$ cat config.mk
export PLATFORM = sky130hd
export DESIGN_NAME = gost_block_cipher_with_counter_mode_unit
export DESIGN_NICKNAME = d
export VERILOG_FILES = /design/src/sv/gost_pkg.sv /design/src/sv/gost_regs.sv /design/src/sv/gost_round.sv /design/src/sv/gost_block_cipher_with_counter_mode_unit.sv
export VERILOG_INCLUDE_DIRS = /design/src /design/src/sv
export SDC_FILE = /design/constraint.sdc
export NUM_CORES = 1
export LEC_CHECK = 0
export ABC_CLOCK_PERIOD_IN_PS = 16000
export BUFFER_PORTS_ARGS = -buffer_cell sky130_fd_sc_hd__buf_2
export CORE_MARGIN = 2
export CORE_UTILIZATION = 40
export CTS_CLUSTER_SIZE = 16
export DETAILED_ROUTE_END_ITERATION = 10
export SLEW_MARGIN = 0
export SYNTH_ARGS = -nofsm -noshare
export SYNTH_HDL_FRONTEND = slang
export SYNTH_SLANG_ARGS = --single-unit
$ cat constraint.sdc
create_clock -name clk -period 16 [get_ports clk]
set_input_delay 3.2 -clock clk [delete_from_list [all_inputs] [get_ports clk]]
set_output_delay 3.2 -clock clk [all_outputs]
set_load 0.005 [all_outputs]
$ cat src/sv/gost_block_cipher_with_counter_mode_unit_assert.svh
// ----------------------------------------------------------------------------
// Assertion macros shared by the GOST cipher unit
// Each macro expands to one labeled concurrent assertion on clk, held off
// while rst_n is low.
// ----------------------------------------------------------------------------
`ifndef GOST_BLOCK_CIPHER_WITH_COUNTER_MODE_UNIT_ASSERT_SVH
`define GOST_BLOCK_CIPHER_WITH_COUNTER_MODE_UNIT_ASSERT_SVH

// The consequent must hold in the same cycle as the antecedent.
`define GOST_ASSERT_SAME(label, ante, cons, msg) \
  label: assert property (@(posedge clk) disable iff (!rst_n) (ante) |-> (cons)) \
    else $error(msg);

// The consequent must hold in the cycle after the antecedent.
`define GOST_ASSERT_NEXT(label, ante, cons, msg) \
  label: assert property (@(posedge clk) disable iff (!rst_n) (ante) |=> (cons)) \
    else $error(msg);

`endif

$ cat src/sv/gost_pkg.sv
// ----------------------------------------------------------------------------
// GOST cipher package
// Opcodes, counter-mode constants, the S-box table and the helper
// functions used by the cipher unit.
// ----------------------------------------------------------------------------
`timescale 1ns / 1ps

package gost_pkg;

  localparam int DATA_W     = 64;
  localparam int WORD_W     = 32;
  localparam int NUM_KREGS  = 4;
  localparam int NUM_KWORDS = 8;
  localparam int KIDX_W     = 3;
  localparam int KREG_W     = 2;
  localparam int CFG_ADDR_W = 5;
  localparam int ROUNDS     = 32;
  localparam int RND_W      = 5;
  localparam int ROT        = 11;
  localparam int CNT_W      = 4;

  // Operation codes carried by the opcode field.
  localparam logic [1:0] OP_ENCRYPT = 2'd0;
  localparam logic [1:0] OP_DECRYPT = 2'd1;
  localparam logic [1:0] OP_LOAD_IV = 2'd2;
  localparam logic [1:0] OP_CTR     = 2'd3;

  // Counter step constants for the low and high words.
  localparam logic [WORD_W-1:0] GAMMA_C1 = 32'h0101_0101;
  localparam logic [WORD_W-1:0] GAMMA_C2 = 32'h0101_0104;

  localparam logic [CNT_W-1:0] FULL_BYTES = 4'd8;
  localparam logic [RND_W-1:0] LAST_RND   = 5'd31;
  localparam logic [RND_W-1:0] DEC_FWD_END = 5'd8;
  localparam logic [RND_W-1:0] ENC_FWD_END = 5'd24;

  // Fixed S-box set, one row of sixteen entries per nibble position.
  localparam logic [3:0] SBOX [NUM_KWORDS][16] = '{
    '{4'd4,  4'd10, 4'd9,  4'd2,  4'd13, 4'd8,  4'd0,  4'd14,
      4'd6,  4'd11, 4'd1,  4'd12, 4'd7,  4'd15, 4'd5,  4'd3},
    '{4'd14, 4'd11, 4'd4,  4'd12, 4'd6,  4'd13, 4'd15, 4'd10,
      4'd2,  4'd3,  4'd8,  4'd1,  4'd0,  4'd7,  4'd5,  4'd9},
    '{4'd5,  4'd8,  4'd1,  4'd13, 4'd10, 4'd3,  4'd4,  4'd2,
      4'd14, 4'd15, 4'd12, 4'd7,  4'd6,  4'd0,  4'd9,  4'd11},
    '{4'd7,  4'd13, 4'd10, 4'd1,  4'd0,  4'd8,  4'd9,  4'd15,
      4'd14, 4'd4,  4'd6,  4'd12, 4'd11, 4'd2,  4'd5,  4'd3},
    '{4'd6,  4'd12, 4'd7,  4'd1,  4'd5,  4'd15, 4'd13, 4'd8,
      4'd4,  4'd10, 4'd9,  4'd14, 4'd0,  4'd3,  4'd11, 4'd2},
    '{4'd4,  4'd11, 4'd10, 4'd0,  4'd7,  4'd2,  4'd1,  4'd13,
      4'd3,  4'd6,  4'd8,  4'd5,  4'd9,  4'd12, 4'd15, 4'd14},
    '{4'd13, 4'd11, 4'd4,  4'd1,  4'd3,  4'd15, 4'd5,  4'd9,
      4'd0,  4'd10, 4'd14, 4'd7,  4'd6,  4'd8,  4'd2,  4'd12},
    '{4'd1,  4'd15, 4'd13, 4'd0,  4'd5,  4'd7,  4'd10, 4'd4,
      4'd9,  4'd2,  4'd3,  4'd14, 4'd6,  4'd11, 4'd8,  4'd12}
  };

  // Substitute every nibble of a word through the row of its position.
  function automatic logic [WORD_W-1:0] sbox_sub(input logic [WORD_W-1:0] x);
    logic [WORD_W-1:0] r;
    r = '0;
    for (int i = 0; i < NUM_KWORDS; i++) begin
      r[4*i +: 4] = SBOX[i][x[4*i +: 4]];
    end
    return r;
  endfunction

  // Step the counter: low word mod 2^32, high word mod 2^32-1.
  function automatic logic [DATA_W-1:0] step_counter(input logic [DATA_W-1:0] c);
    logic [WORD_W:0]   hs;
    logic [WORD_W-1:0] hi;
    logic [WORD_W-1:0] lo;
    hs = {1'b0, c[DATA_W-1:WORD_W]} + {1'b0, GAMMA_C2};
    hi = hs[WORD_W-1:0] + {{(WORD_W-1){1'b0}}, hs[WORD_W]};
    lo = c[WORD_W-1:0] + GAMMA_C1;
    return {hi, lo};
  endfunction

  // Keep the low cnt bytes of a word.
  function automatic logic [DATA_W-1:0] byte_mask(input logic [CNT_W-1:0] cnt);
    logic [DATA_W-1:0] m;
    m = '0;
    for (int i = 0; i < DATA_W / 8; i++) begin
      m[8*i +: 8] = (CNT_W'(i) < cnt) ? 8'hFF : 8'h00;
    end
    return m;
  endfunction

endpackage

$ cat src/sv/gost_regs.sv
// ----------------------------------------------------------------------------
// GOST key register file
// Four 64-bit key registers behind an APB-style port, plus the key word
// selector that feeds the round unit.
// ----------------------------------------------------------------------------
`timescale 1ns / 1ps

module gost_regs (
  input  logic                            clk,
  input  logic                            rst_n,
  input  logic                            cfg_psel,
  input  logic                            cfg_penable,
  input  logic                            cfg_pwrite,
  input  logic [gost_pkg::CFG_ADDR_W-1:0] cfg_paddr,
  input  logic [gost_pkg::DATA_W-1:0]     cfg_pwdata,
  output logic [gost_pkg::DATA_W-1:0]     cfg_prdata,
  output logic                            cfg_pready,
  input  logic [gost_pkg::KIDX_W-1:0]     key_idx,
  output logic [gost_pkg::WORD_W-1:0]     key_word
);
  import gost_pkg::*;

  logic [DATA_W-1:0] key_r [NUM_KREGS];
  logic [DATA_W-1:0] prdata_r;
  logic [KREG_W-1:0] reg_sel;
  logic              wr_en;
  logic [DATA_W-1:0] sel_reg;

  // Registers sit on 8-byte boundaries.
  assign reg_sel = cfg_paddr[CFG_ADDR_W-1:3];
  assign wr_en   = cfg_psel && cfg_penable && cfg_pwrite;

  // Key registers are written in the access phase.
  always_ff @(posedge clk) begin
    if (!rst_n) begin
      for (int i = 0; i < NUM_KREGS; i++) begin
        key_r[i] <= '0;
      end
    end else if (wr_en) begin
      key_r[reg_sel] <= cfg_pwdata;
    end
  end

  // Read data is fetched in the setup phase and shown in the access phase.
  always_ff @(posedge clk) begin
    if (!rst_n) begin
      prdata_r <= '0;
    end else if (cfg_psel && !cfg_penable) begin
      prdata_r <= key_r[reg_sel];
    end
  end

  assign cfg_prdata = prdata_r;
  assign cfg_pready = 1'b1;

  // Even key words are the low halves, odd ones the high halves.
  assign sel_reg  = key_r[key_idx[KIDX_W-1:1]];
  assign key_word = key_idx[0] ? sel_reg[DATA_W-1:WORD_W] : sel_reg[WORD_W-1:0];

endmodule

$ cat src/sv/gost_round.sv
// ----------------------------------------------------------------------------
// GOST round unit
// One Feistel round: key add, S-box substitution, rotate by eleven and
// XOR into the other half.
// ----------------------------------------------------------------------------
`timescale 1ns / 1ps

module gost_round (
  input  logic [gost_pkg::WORD_W-1:0] half_a,
  input  logic [gost_pkg::WORD_W-1:0] half_b,
  input  logic [gost_pkg::WORD_W-1:0] key_word,
  output logic [gost_pkg::WORD_W-1:0] new_a
);
  import gost_pkg::*;

  logic [WORD_W-1:0] sum;
  logic [WORD_W-1:0] sub;
  logic [WORD_W-1:0] rot;

  // Key add modulo 2^32, then the nibble substitution.
  assign sum = half_a + key_word;
  assign sub = sbox_sub(sum);

  // Rotate left by eleven and mix into the second half.
  assign rot   = {sub[WORD_W-ROT-1:0], sub[WORD_W-1:WORD_W-ROT]};
  assign new_a = rot ^ half_b;

endmodule

$ cat src/sv/gost_block_cipher_with_counter_mode_unit.sv
// ----------------------------------------------------------------------------
// GOST 28147-89 cipher unit with counter mode
// Encrypts or decrypts a 64-bit block, loads an IV (the counter becomes the
// encrypted IV and the result word is zero) or runs one counter-mode step
// (the counter steps, is encrypted, and the keystream is XORed into the data
// with bytes beyond byte_count cleared). A block runs through 32 rounds on
// one shared round unit, one round per clock. The last round also forms the
// result, which the result stage then moves into the output register; the
// unit goes back to idle with that move and only then accepts the next word.
// A counter-mode word with a byte count of zero skips the rounds: its result
// goes straight to the result stage. The unit takes one item at a time; a
// finished result waits in the output register while the next item is
// already running, and the result stage holds off for as long as that
// register still carries a word the receiver has not taken. The four 64-bit
// key registers sit at byte addresses 0, 8, 16 and 24.
// ----------------------------------------------------------------------------
`timescale 1ns / 1ps
`include "gost_block_cipher_with_counter_mode_unit_assert.svh"

module gost_block_cipher_with_counter_mode_unit (
  input  logic                            clk,
  input  logic                            rst_n,
  input  logic                            in_valid,
  output logic                            in_ready,
  input  logic [1:0]                      in_opcode,
  input  logic [gost_pkg::DATA_W-1:0]     in_data,
  input  logic [gost_pkg::CNT_W-1:0]      in_byte_count,
  output logic                            out_valid,
  input  logic                            out_ready,
  output logic [gost_pkg::DATA_W-1:0]     out_result_data,
  input  logic                            cfg_psel,
  input  logic                            cfg_penable,
  input  logic                            cfg_pwrite,
  input  logic [gost_pkg::CFG_ADDR_W-1:0] cfg_paddr,
  input  logic [gost_pkg::DATA_W-1:0]     cfg_pwdata,
  output logic [gost_pkg::DATA_W-1:0]     cfg_prdata,
  output logic                            cfg_pready
);
  import gost_pkg::*;

  localparam logic [1:0] ST_IDLE = 2'd0;
  localparam logic [1:0] ST_RUN  = 2'd1;
  localparam logic [1:0] ST_FIN  = 2'd2;

  logic [1:0]        state_r,   state_nxt;
  logic [RND_W-1:0]  rnd_r,     rnd_nxt;
  logic [1:0]        op_r,      op_nxt;
  logic [DATA_W-1:0] data_r,    data_nxt;
  logic [CNT_W-1:0]  cnt_r,     cnt_nxt;
  logic [WORD_W-1:0] a_r,       a_nxt;
  logic [WORD_W-1:0] b_r,       b_nxt;
  logic [DATA_W-1:0] res_r,     res_nxt;
  logic [DATA_W-1:0] counter_r, counter_nxt;
  logic              ovalid_r,  ovalid_nxt;
  logic [DATA_W-1:0] odata_r,   odata_nxt;

  logic [KIDX_W-1:0] key_idx;
  logic [WORD_W-1:0] key_word;
  logic [WORD_W-1:0] new_a;
  logic [DATA_W-1:0] blk_out;
  logic [DATA_W-1:0] ctr_step;
  logic [CNT_W-1:0]  in_cnt_sat;
  logic              in_acc;
  logic              out_free;

  // Key registers and configuration port.
  gost_regs u_regs (
    .clk         (clk),
    .rst_n       (rst_n),
    .cfg_psel    (cfg_psel),
    .cfg_penable (cfg_penable),
    .cfg_pwrite  (cfg_pwrite),
    .cfg_paddr   (cfg_paddr),
    .cfg_pwdata  (cfg_pwdata),
    .cfg_prdata  (cfg_prdata),
    .cfg_pready  (cfg_pready),
    .key_idx     (key_idx),
    .key_word    (key_word)
  );

  // Shared round unit.
  gost_round u_round (
    .half_a   (a_r),
    .half_b   (b_r),
    .key_word (key_word),
    .new_a    (new_a)
  );

  // Key schedule: forward passes first, then one reversed pass for
  // encryption; one forward pass then reversed passes for decryption.
  always_comb begin
    if (op_r == OP_DECRYPT) begin
      key_idx = (rnd_r < DEC_FWD_END) ? rnd_r[KIDX_W-1:0] : ~rnd_r[KIDX_W-1:0];
    end else begin
      key_idx = (rnd_r < ENC_FWD_END) ? rnd_r[KIDX_W-1:0] : ~rnd_r[KIDX_W-1:0];
    end
  end

  assign in_ready   = (state_r == ST_IDLE);
  assign in_acc     = in_valid && in_ready;
  assign out_free   = !ovalid_r || out_ready;
  assign ctr_step   = step_counter(counter_r);
  assign in_cnt_sat = (in_byte_count > FULL_BYTES) ? FULL_BYTES : in_byte_count;

  // Halves are swapped back after the last round.
  assign blk_out = {new_a, a_r};

  // Sequencer: load, 32 rounds (none for empty CTR words), result, output.
  always_comb begin
    state_nxt   = state_r;
    rnd_nxt     = rnd_r;
    op_nxt      = op_r;
    data_nxt    = data_r;
    cnt_nxt     = cnt_r;
    a_nxt       = a_r;
    b_nxt       = b_r;
    res_nxt     = res_r;
    counter_nxt = counter_r;
    ovalid_nxt  = ovalid_r;
    odata_nxt   = odata_r;

    if (ovalid_r && out_ready) begin
      ovalid_nxt = 1'b0;
    end

    case (state_r)
      ST_IDLE: begin
        if (in_acc) begin
          op_nxt   = in_opcode;
          data_nxt = in_data;
          cnt_nxt  = in_cnt_sat;
          rnd_nxt  = '0;
          if (in_opcode == OP_CTR) begin
            if (in_byte_count == '0) begin
              res_nxt   = '0;
              state_nxt = ST_FIN;
            end else begin
              counter_nxt = ctr_step;
              a_nxt       = ctr_step[WORD_W-1:0];
              b_nxt       = ctr_step[DATA_W-1:WORD_W];
              state_nxt   = ST_RUN;
            end
          end else begin
            a_nxt     = in_data[WORD_W-1:0];
            b_nxt     = in_data[DATA_W-1:WORD_W];
            state_nxt = ST_RUN;
          end
        end
      end
      ST_RUN: begin
        a_nxt   = new_a;
        b_nxt   = a_r;
        rnd_nxt = rnd_r + 1'b1;
        if (rnd_r == LAST_RND) begin
          state_nxt = ST_FIN;
          case (op_r)
            OP_LOAD_IV: begin
              counter_nxt = blk_out;
              res_nxt     = '0;
            end
            OP_CTR: begin
              res_nxt = (data_r ^ blk_out) & byte_mask(cnt_r);
            end
            default: begin
              res_nxt = blk_out;
            end
          endcase
        end
      end
      ST_FIN: begin
        if (out_free) begin
          ovalid_nxt = 1'b1;
          odata_nxt  = res_r;
          state_nxt  = ST_IDLE;
        end
      end
      default: begin
        state_nxt = ST_IDLE;
      end
    endcase
  end

  // Control state.
  always_ff @(posedge clk) begin
    if (!rst_n) begin
      state_r   <= ST_IDLE;
      rnd_r     <= '0;
      ovalid_r  <= 1'b0;
      counter_r <= '0;
      op_r      <= OP_ENCRYPT;
    end else begin
      state_r   <= state_nxt;
      rnd_r     <= rnd_nxt;
      ovalid_r  <= ovalid_nxt;
      counter_r <= counter_nxt;
      op_r      <= op_nxt;
    end
  end

  // Datapath registers.
  always_ff @(posedge clk) begin
    data_r  <= data_nxt;
    cnt_r   <= cnt_nxt;
    a_r     <= a_nxt;
    b_r     <= b_nxt;
    res_r   <= res_nxt;
    odata_r <= odata_nxt;
  end

  assign out_valid       = ovalid_r;
  assign out_result_data = odata_r;

  // An accepted word always starts work.
  `GOST_ASSERT_NEXT(a_accept_starts, in_acc, (state_r == ST_RUN) || (state_r == ST_FIN), "accepted word did not start")
  // The last round always leads to the result stage.
  `GOST_ASSERT_NEXT(a_last_round_fin, (state_r == ST_RUN) && (rnd_r == LAST_RND), state_r == ST_FIN, "round count overran")
  // A counter-mode word with bytes steps the counter's low word.
  `GOST_ASSERT_NEXT(a_ctr_steps, in_acc && (in_opcode == OP_CTR) && (in_byte_count != '0), counter_r[WORD_W-1:0] != $past(counter_r[WORD_W-1:0]), "counter did not step")
  // Block operations leave the counter alone.
  `GOST_ASSERT_NEXT(a_blk_keeps_ctr, in_acc && ((in_opcode == OP_ENCRYPT) || (in_opcode == OP_DECRYPT)), $stable(counter_r), "counter changed on a block operation")

endmodule

# Word-level counts from Yosys, hierarchy flattened
# Memory sizes are Yosys's and may differ from the RTL's. A register that Yosys moved wholly into a read port is not among the register bits.
# Index checks and enable logic that the tools add are counted.
[totals]
reg_bits = 334
latchBits = 0
mem_bits_rw = 256
rom_bits = 512
in_bits = 146
output_inout_bits = 131
wordCells = 157
mem_count = 9
[mem_list]
columns = ["memory", "words", "width", "read_ports", "rd_clocked_by_memory_dff", "write_ports", "line_no", "text"]
rows = [
  ["u_regs.key_r", 4, 64, 2, 1, 4, "gost_regs.sv:23", "logic [DATA_W-1:0] key_r [NUM_KREGS];"],
  ["(no name shown)", 16, 4, 1, 0, 0, "gost_pkg.sv:62", "r[4*i +: 4] = SBOX[i][x[4*i +: 4]];"],
  ["(no name shown)", 16, 4, 1, 0, 0, "gost_pkg.sv:62", ""],
  ["(no name shown)", 16, 4, 1, 0, 0, "gost_pkg.sv:62", ""],
  ["(no name shown)", 16, 4, 1, 0, 0, "gost_pkg.sv:62", ""],
  ["(no name shown)", 16, 4, 1, 0, 0, "gost_pkg.sv:62", ""],
  ["+3 memories", "n/a", "n/a", "n/a", "n/a", "n/a", "n/a", ""],
]
[op_classes]
addsub = 5
multipliers = 0
div_mod_pow = 0
n_lt_le_gt_ge = 19
n_eq_ne = 15
shifts = 0
muxes = 66
n_bitwise = 12
n_reduce_logical = 20
[op_table]
columns = ["operator", "count"]
rows = [
  ["$mux 64", 10],
  ["$pmux 64 s2", 3],
  ["$mux 32", 7],
  ["$pmux 32 s2", 2],
  ["$and 64x64->64", 1],
  ["$mux 4", 16],
  ["$mux 8", 8],
  ["$reduce_or 64->1", 1],
  ["$xor 64x64->64", 1],
  ["$ge 5x5->1 const B", 8],
  ["$not 4->5", 8],
  ["$add 32x25->33 const B", 1],
  ["$add 32x1->32", 1],
  ["$add 32x25->32 const B", 1],
  ["$add 32x32->32", 1],
  ["$xor 32x32->32", 1],
  ["$lt 3x4->1 const A", 4],
  ["$mux 2", 6],
  ["$pmux 5 s2", 1],
  ["$mux 3", 3],
  ["$eq 2x2->1 const B", 4],
  ["$lt 1x4->1 const A", 2],
  ["$lt 2x4->1 const A", 2],
  ["$mux 1", 8],
  ["other kinds (22)", 37],
]

# Longest topological paths before layout
# An unclocked memory read counts as a cell.
[depth]
ltp_word = 16
depth_mapped = 24
ltp_nobuf = 22

# By module
# From an unflattened synthesis, not the netlist that was laid out.
[unflattened]
cells_unflattened = 3056
area_unflattened_um2 = 34839.7
[modules_own_cells]
columns = ["module", "n_inst", "cells_each", "area_per_inst_um2", "seq_area_each_um2"]
rows = [
  ["gost_block_cipher_with_counter_mode_unit", 1, 1612, 16087.9, 9288.9],
  ["gost_regs", 1, 1027, 15278.4, 8968.6],
  ["gost_round", 1, 417, 3473.3, 0.0],
]

# Worst setup path after synthesis
# OpenSTA, ideal clock, no wires.
[synth_path]
path_type = "in2reg"
from = "input in_valid"
to = "register counter_r[42]"
setup_ns = 0.132
t_arrival_ns = 10.400
required_ns = 15.868
path_slack_ns = 5.468
cell_stages = 7
path_buffers = 2
cell_sequence = "nor3b_1 nand3_1 and2_1 clkbuf_1 clkbuf_1 a211oi_1 a31oi_1"
[synth_between]
elab_chain_cells = 3
[synth_lines]
columns = ["element", "line_no", "text"]
rows = [
  ["from (decl)", "gost_block_cipher_with_counter_mode_unit.sv:23", "input logic in_valid,"],
  ["$logic_and 1x1->1", "gost_block_cipher_with_counter_mode_unit.sv:100", "assign in_acc = in_valid && in_ready;"],
  ["$ne 2x1->1 (no source line)", "n/a", ""],
  ["$reduce_and 6->1 (no source line)", "n/a", ""],
  ["to (signal assigned)", "gost_block_cipher_with_counter_mode_unit.sv:195", "counter_r <= counter_nxt;"],
  ["to (decl)", "gost_block_cipher_with_counter_mode_unit.sv:53", "logic [DATA_W-1:0] counter_r, counter_nxt;"],
]
# No other way between the ends.
# A chain may end at the register's enable or synchronous reset.

# Final worst setup path
[layout_path]
from = "register op_r[0]"
to = "register res_r[63], data pin"
[layout_between]
elab_chain_cells = 15
word_cells_on_any_way = 17
classes_between = "add/sub: 1; eq/ne: 3; mux: 7; bitwise: 4; memory: 2"
[layout_lines]
columns = ["element", "line_no", "text"]
rows = [
  ["from (decl)", "gost_block_cipher_with_counter_mode_unit.sv:47", "logic [1:0] op_r, op_nxt;"],
  ["from (signal assigned)", "gost_block_cipher_with_counter_mode_unit.sv:196", "op_r <= op_nxt;"],
  ["$eq 2x1->1", "gost_block_cipher_with_counter_mode_unit.sv:92", "if (op_r == OP_DECRYPT) begin"],
  ["$mux 3", "gost_block_cipher_with_counter_mode_unit.sv:92", ""],
  ["$mem_v2 4x64", "n/a", ""],
  ["$mux 32", "gost_regs.sv:58", "assign key_word = key_idx[0] ? sel_reg[DATA_W-1:WORD_W] : sel_reg[WORD_W-1:0];"],
  ["$add 32x32->32", "gost_round.sv:21", "assign sum = half_a + key_word;"],
  ["$not 4->5 (not written as such)", "gost_pkg.sv:62", ""],
  ["$mem_v2 16x4", "n/a", ""],
  ["$mux 4 (not written as such) (2 in series)", "gost_pkg.sv:62", ""],
  ["$xor 32x32->32", "gost_round.sv:26", "assign new_a = rot ^ half_b;"],
  ["$xor 64x64->64", "gost_block_cipher_with_counter_mode_unit.sv:162", "res_nxt = (data_r ^ blk_out) & byte_mask(cnt_r);"],
  ["$and 64x64->64", "gost_block_cipher_with_counter_mode_unit.sv:162", ""],
  ["$pmux 64 s2 (*)", "gost_block_cipher_with_counter_mode_unit.sv:156", "case (op_r)"],
  ["$mux 64 (*)", "gost_block_cipher_with_counter_mode_unit.sv:154", "if (rnd_r == LAST_RND) begin"],
  ["$pmux 64 s2 (*)", "gost_block_cipher_with_counter_mode_unit.sv:126", "case (state_r)"],
  ["to (signal assigned)", "gost_block_cipher_with_counter_mode_unit.sv:206", "res_r <= res_nxt;"],
  ["to (decl)", "gost_block_cipher_with_counter_mode_unit.sv:52", "logic [DATA_W-1:0] res_r, res_nxt;"],
]
# Every way passes the cells marked *; elsewhere a longest branch is shown, timed or not. The select of a mux whose other input is x is not followed.

==> flow_metrics.env <==
export IMPL_status="finished clean"
export IMPL_fin_util_pct=46.0
export IMPL_place_gp_congestion=0.923
export IMPL_cp_arrival_ps=8130
export IMPL_cts_setup_buffers=0
export IMPL_max_freq_mhz=129
export IMPL_relSlewSlack_pct=17.4
export IMPL_die_h_microns=299
export IMPL_fin_area_sq_um=39700
export IMPL_power_frac_clock_pct=30.0
export IMPL_grt_pass1_vias=24300
export IMPL_dpl_hpwl_mm=71.0
export IMPL_ir_drop_v=0.0000920
export IMPL_detail_route_wl_per_cell_microns=23.3
export IMPL_ys_flop_type="edfxtp_1"
export IMPL_synth_cell_types=97
export IMPL_viasPerCell=5.64
export IMPL_syn_avg_cell_area_sq_um=11.3
export IMPL_clock_skew_ps=33.6
export IMPL_grt_antenna_before_repair=23
export IMPL_drc=0
export IMPL_crit_family="compound AO/OA/AOI/OAI gates"
export IMPL_worstHoldStart="res_r[44]"
export IMPL_grt_pass1_wl_mm=155
export IMPL_syn2layout_area_growth_pct=14.3
export IMPL_tritoncts="yes"
export IMPL_p_int_w=0.00379
export IMPL_crit_fanout=50
export IMPL_min_period_over_period_pct=48.6
export IMPL_crit_top_cell="a21oi_1"
export IMPL_row_count=108
export IMPL_r2r_end="res_r[63]"
export IMPL_ant_nets=0
export IMPL_io_pins=277
export IMPL_finalSetupTns_ps=0
export IMPL_postSynth_asyncResetShare_pct=0
export IMPL_clock_sinks=654
export IMPL_seq_power_share_pct=35.3
export IMPL_grt_usage_pct=23.0
export IMPL_wl_mm=105
export IMPL_hold_depth=0
export IMPL_worstRegToRegCells=21
export IMPL_min_to="out_result_data[44]"
export IMPL_pwr_share_comb_pct=34.7
export IMPL_powerDensity_nw_per_um2=150
export IMPL_syn_inst=3086
export IMPL_core_area_sq_um=86300
export IMPL_via_count=25400
export IMPL_clk_pin_slew_ps=60
export IMPL_reg2reg_slack_ps=8230
export IMPL_synth_edf_count=516
export IMPL_regArea_sq_um=18300
export IMPL_worstPathCellList="nor2b_4 -> a21o_1 -> xnor2_2 -> buf_4 -> buf_4 -> mux4_2 -> mux2_2 -> ha_1 -> a21oi_1 -> o211ai_1 -> a21boi_1 -> a21oi_1 -> o21ai_0 -> xor2_1 -> inv_1 -> ha_1 -> mux4_2 -> xor2_1 -> mux2i_1 -> a21oi_1 -> nor2_1"
export IMPL_slowest_stage="buf_4"
export IMPL_rsz0062_at_grt="false"
export IMPL_cts_root_buf="clkbuf_16"
export IMPL_hold_buffers=0
export IMPL_die_w_microns=299
export IMPL_die_area_sq_um=89200
export IMPL_ctsHtreeMaxLevel=3
export IMPL_cts_resized=0
export IMPL_synth_fp_nets=3309
export IMPL_multiInputGateArea_sq_um=15600
export IMPL_cpPeakStageDelay_ps=690
export IMPL_drive_gt1_share_pct=19.5
export IMPL_dpl_cell_area_sq_um=37100
export IMPL_ys_ff_latch=654
export IMPL_end_kind="register"
export IMPL_first_iter_violations=2427
export IMPL_r2r_start="op_r[0]"
export IMPL_dr_pass1_iters=8
export IMPL_clk_latency_ps=650
export IMPL_cts_buffers_inserted=75
export IMPL_setup_viol=0
export IMPL_p_sw_w=0.00218
export IMPL_grt_max_degree=79
export IMPL_tightest_slew_ps=1240
export IMPL_numPortBuffers=272
export IMPL_hold_viol_final=0
export IMPL_fillers=7978
export IMPL_path_buf_inv=3
export IMPL_grt_overflow=0
export IMPL_switching_share_pct=36.5
export IMPL_yosysSeqAreaShare_pct=52.6
export IMPL_startpoint_type="register"
export IMPL_ys_warn_count=0
export IMPL_synth_area_sq_um=34700
export IMPL_critPathKind="reg2reg"
export IMPL_cp_required_ps=16360
export IMPL_finalCriticalPeriod_ps=7770
export IMPL_slew_violations=0
export IMPL_p_leak_nw=14.3
export IMPL_hold_path_class="reg2reg"
export IMPL_fin_nets=3505
export IMPL_start_util_pct=40.2
export IMPL_clock_path_buffers=3
export IMPL_maxCapViolCount=0
==> cell usage after synthesis, types with 25 or more instances <==
cell type / instances / share of area, %
inv_1: 55 / 0.59
edfxtp_1: 516 / 45
nor2b_1: 26 / 0.47
a21oi_1: 237 / 3.4
dfxtp_1: 138 / 8.0
nand2_1: 349 / 3.8
nor3_1: 37 / 0.53
clkbuf_1: 140 / 1.5
mux2_2: 35 / 1.1
mux4_2: 136 / 8.8
mux2i_1: 38 / 1.1
nand3_1: 51 / 0.73
o21ai_0: 222 / 3.2
and2_1: 266 / 4.8
xnor2_1: 74 / 1.9
a211oi_1: 25 / 0.54
nor2_1: 251 / 2.7
xor2_1: 63 / 1.6
ha_1: 76 / 2.7
==> cell families (layout without fill, tap and decap cells) <==
| group | count (synthesis) | count (layout) | synth area share (%) |
|---|---|---|---|
| other cells | 1 | 5 | 0.0108 |
| buf+inv | 240 | 499 | 2.94 |
| mux | 210 | 210 | 11.1 |
| xor+xnor | 145 | 145 | 3.93 |
| flops | 654 | 654 | 52.6 |
| simple gates | 1097 | 1097 | 15.3 |
| compound gates | 662 | 662 | 11.3 |
| fa+ha+maj | 77 | 77 | 2.80 |
==> cell type report <==
type	instances	area share [%]
inverters	55	0.526
well taps	1155	3.64
diodes	4	0.0252
flip-flops and latches	654	46.0
clock inverters	38	1.16
repair buffers	304	4.07
multi-input cells	2192	39.3
clock buffers	102	5.29
==> power by group through the flow <==
| stage | registers, W | clock network [W] | logic (W) |
|---|---|---|---|
| 3_5_place_dp | 0.00214 | 0 | 0.00205 |
| 5_1_grt | 0.00212 | 0.00188 | 0.00225 |
| 3_3_place_gp | 0.00214 | 0 | 0.00202 |
| 2_1_floorplan | 0.00208 | 0 | 0.00143 |
| 6_report | 0.00211 | 0.00179 | 0.00207 |
| 4_1_cts | 0.00211 | 0.00182 | 0.00206 |
==> registers in the layout, indices dropped and copies added, names as in the netlist <==
name and cells:
a_r 32, b_r 32, cnt_r 4, counter_r 64, data_r 64, op_r 2, out_result_data 64, out_valid 1
res_r 64, rnd_r 5, state_r 2, u_regs.cfg_prdata 64, u_regs.key_r 256
==> routing by layer <==
| metal | routed length [microns] | vias to the layer above | track usage, % |
|---|---|---|---|
| met1 | 44600 | 12500 | 31.7 |
| li1 | - | 11700 | - |
| met3 | 8410 | 161 | 4.43 |
| met5 | 205 | - | 0 |
| met4 | 2150 | 30 | 6.07 |
| met2 | 49400 | 994 | 37.3 |
==> worst max-delay path by stage <==
stage                         from             to  slack (ps)  cells past startpoint
after floorplan           in_valid  counter_r[42]        5470                      7
after global placement     op_r[0]      res_r[63]        8280                     21
after CTS                  op_r[0]      res_r[63]        8240                     21
after detailed placement   op_r[0]      res_r[63]        8250                     21
after global routing       op_r[0]      res_r[63]        7820                     21
final                      op_r[0]      res_r[63]        8230                     21
==> cells in the final DEF (no fill, tap or decap), drive strengths merged, types with 11 or more instances in the layout <==
| master | netlist | final |
|---|---|---|
| nand4 | 22 | 22 |
| a21oi | 238 | 238 |
| a22oi | 17 | 17 |
| nor2b | 27 | 27 |
| ha | 76 | 76 |
| o211ai | 11 | 11 |
| a31oi | 20 | 20 |
| clkbuf | 146 | 102 |
| a21o | 14 | 14 |
| nor2 | 252 | 252 |
| xor2 | 66 | 66 |
| edfxtp | 516 | 516 |
| o31ai | 17 | 17 |
| and3 | 12 | 12 |
| nor3 | 37 | 37 |
| or3 | 13 | 13 |
| inv | 55 | 63 |
| mux4 | 137 | 137 |
| nand2b | 18 | 18 |
| nand3 | 51 | 51 |
| and2 | 268 | 268 |
| mux2i | 38 | 38 |
| a211oi | 25 | 25 |
| clkinv | 0 | 20 |
| o21ai | 231 | 231 |
| or2 | 13 | 13 |
| buf | 38 | 304 |
| o21a | 11 | 11 |
| xnor2 | 77 | 77 |
| mux2 | 35 | 35 |
| dfxtp | 138 | 138 |
| nand2 | 349 | 349 |
==> through the flow <==
| step | instances | hold WS (ps) | power (W) | setup WS (ps) |
|---|---|---|---|---|
| 6_report | 4504 | 418 | 0.00597 | 8230 |
| 5_1_grt | 4503 | 424 | 0.00625 | 7820 |
| 4_1_cts | 4500 | 418 | 0.00598 | 8240 |
| 3_5_place_dp | 4360 | 405 | 0.00419 | 8250 |
| 2_1_floorplan | 3086 | 400 | 0.00351 | 5470 |
| 3_3_place_gp | 4360 | 401 | 0.00416 | 8280 |
Note: power is estimated with default switching activity, not from simulation.
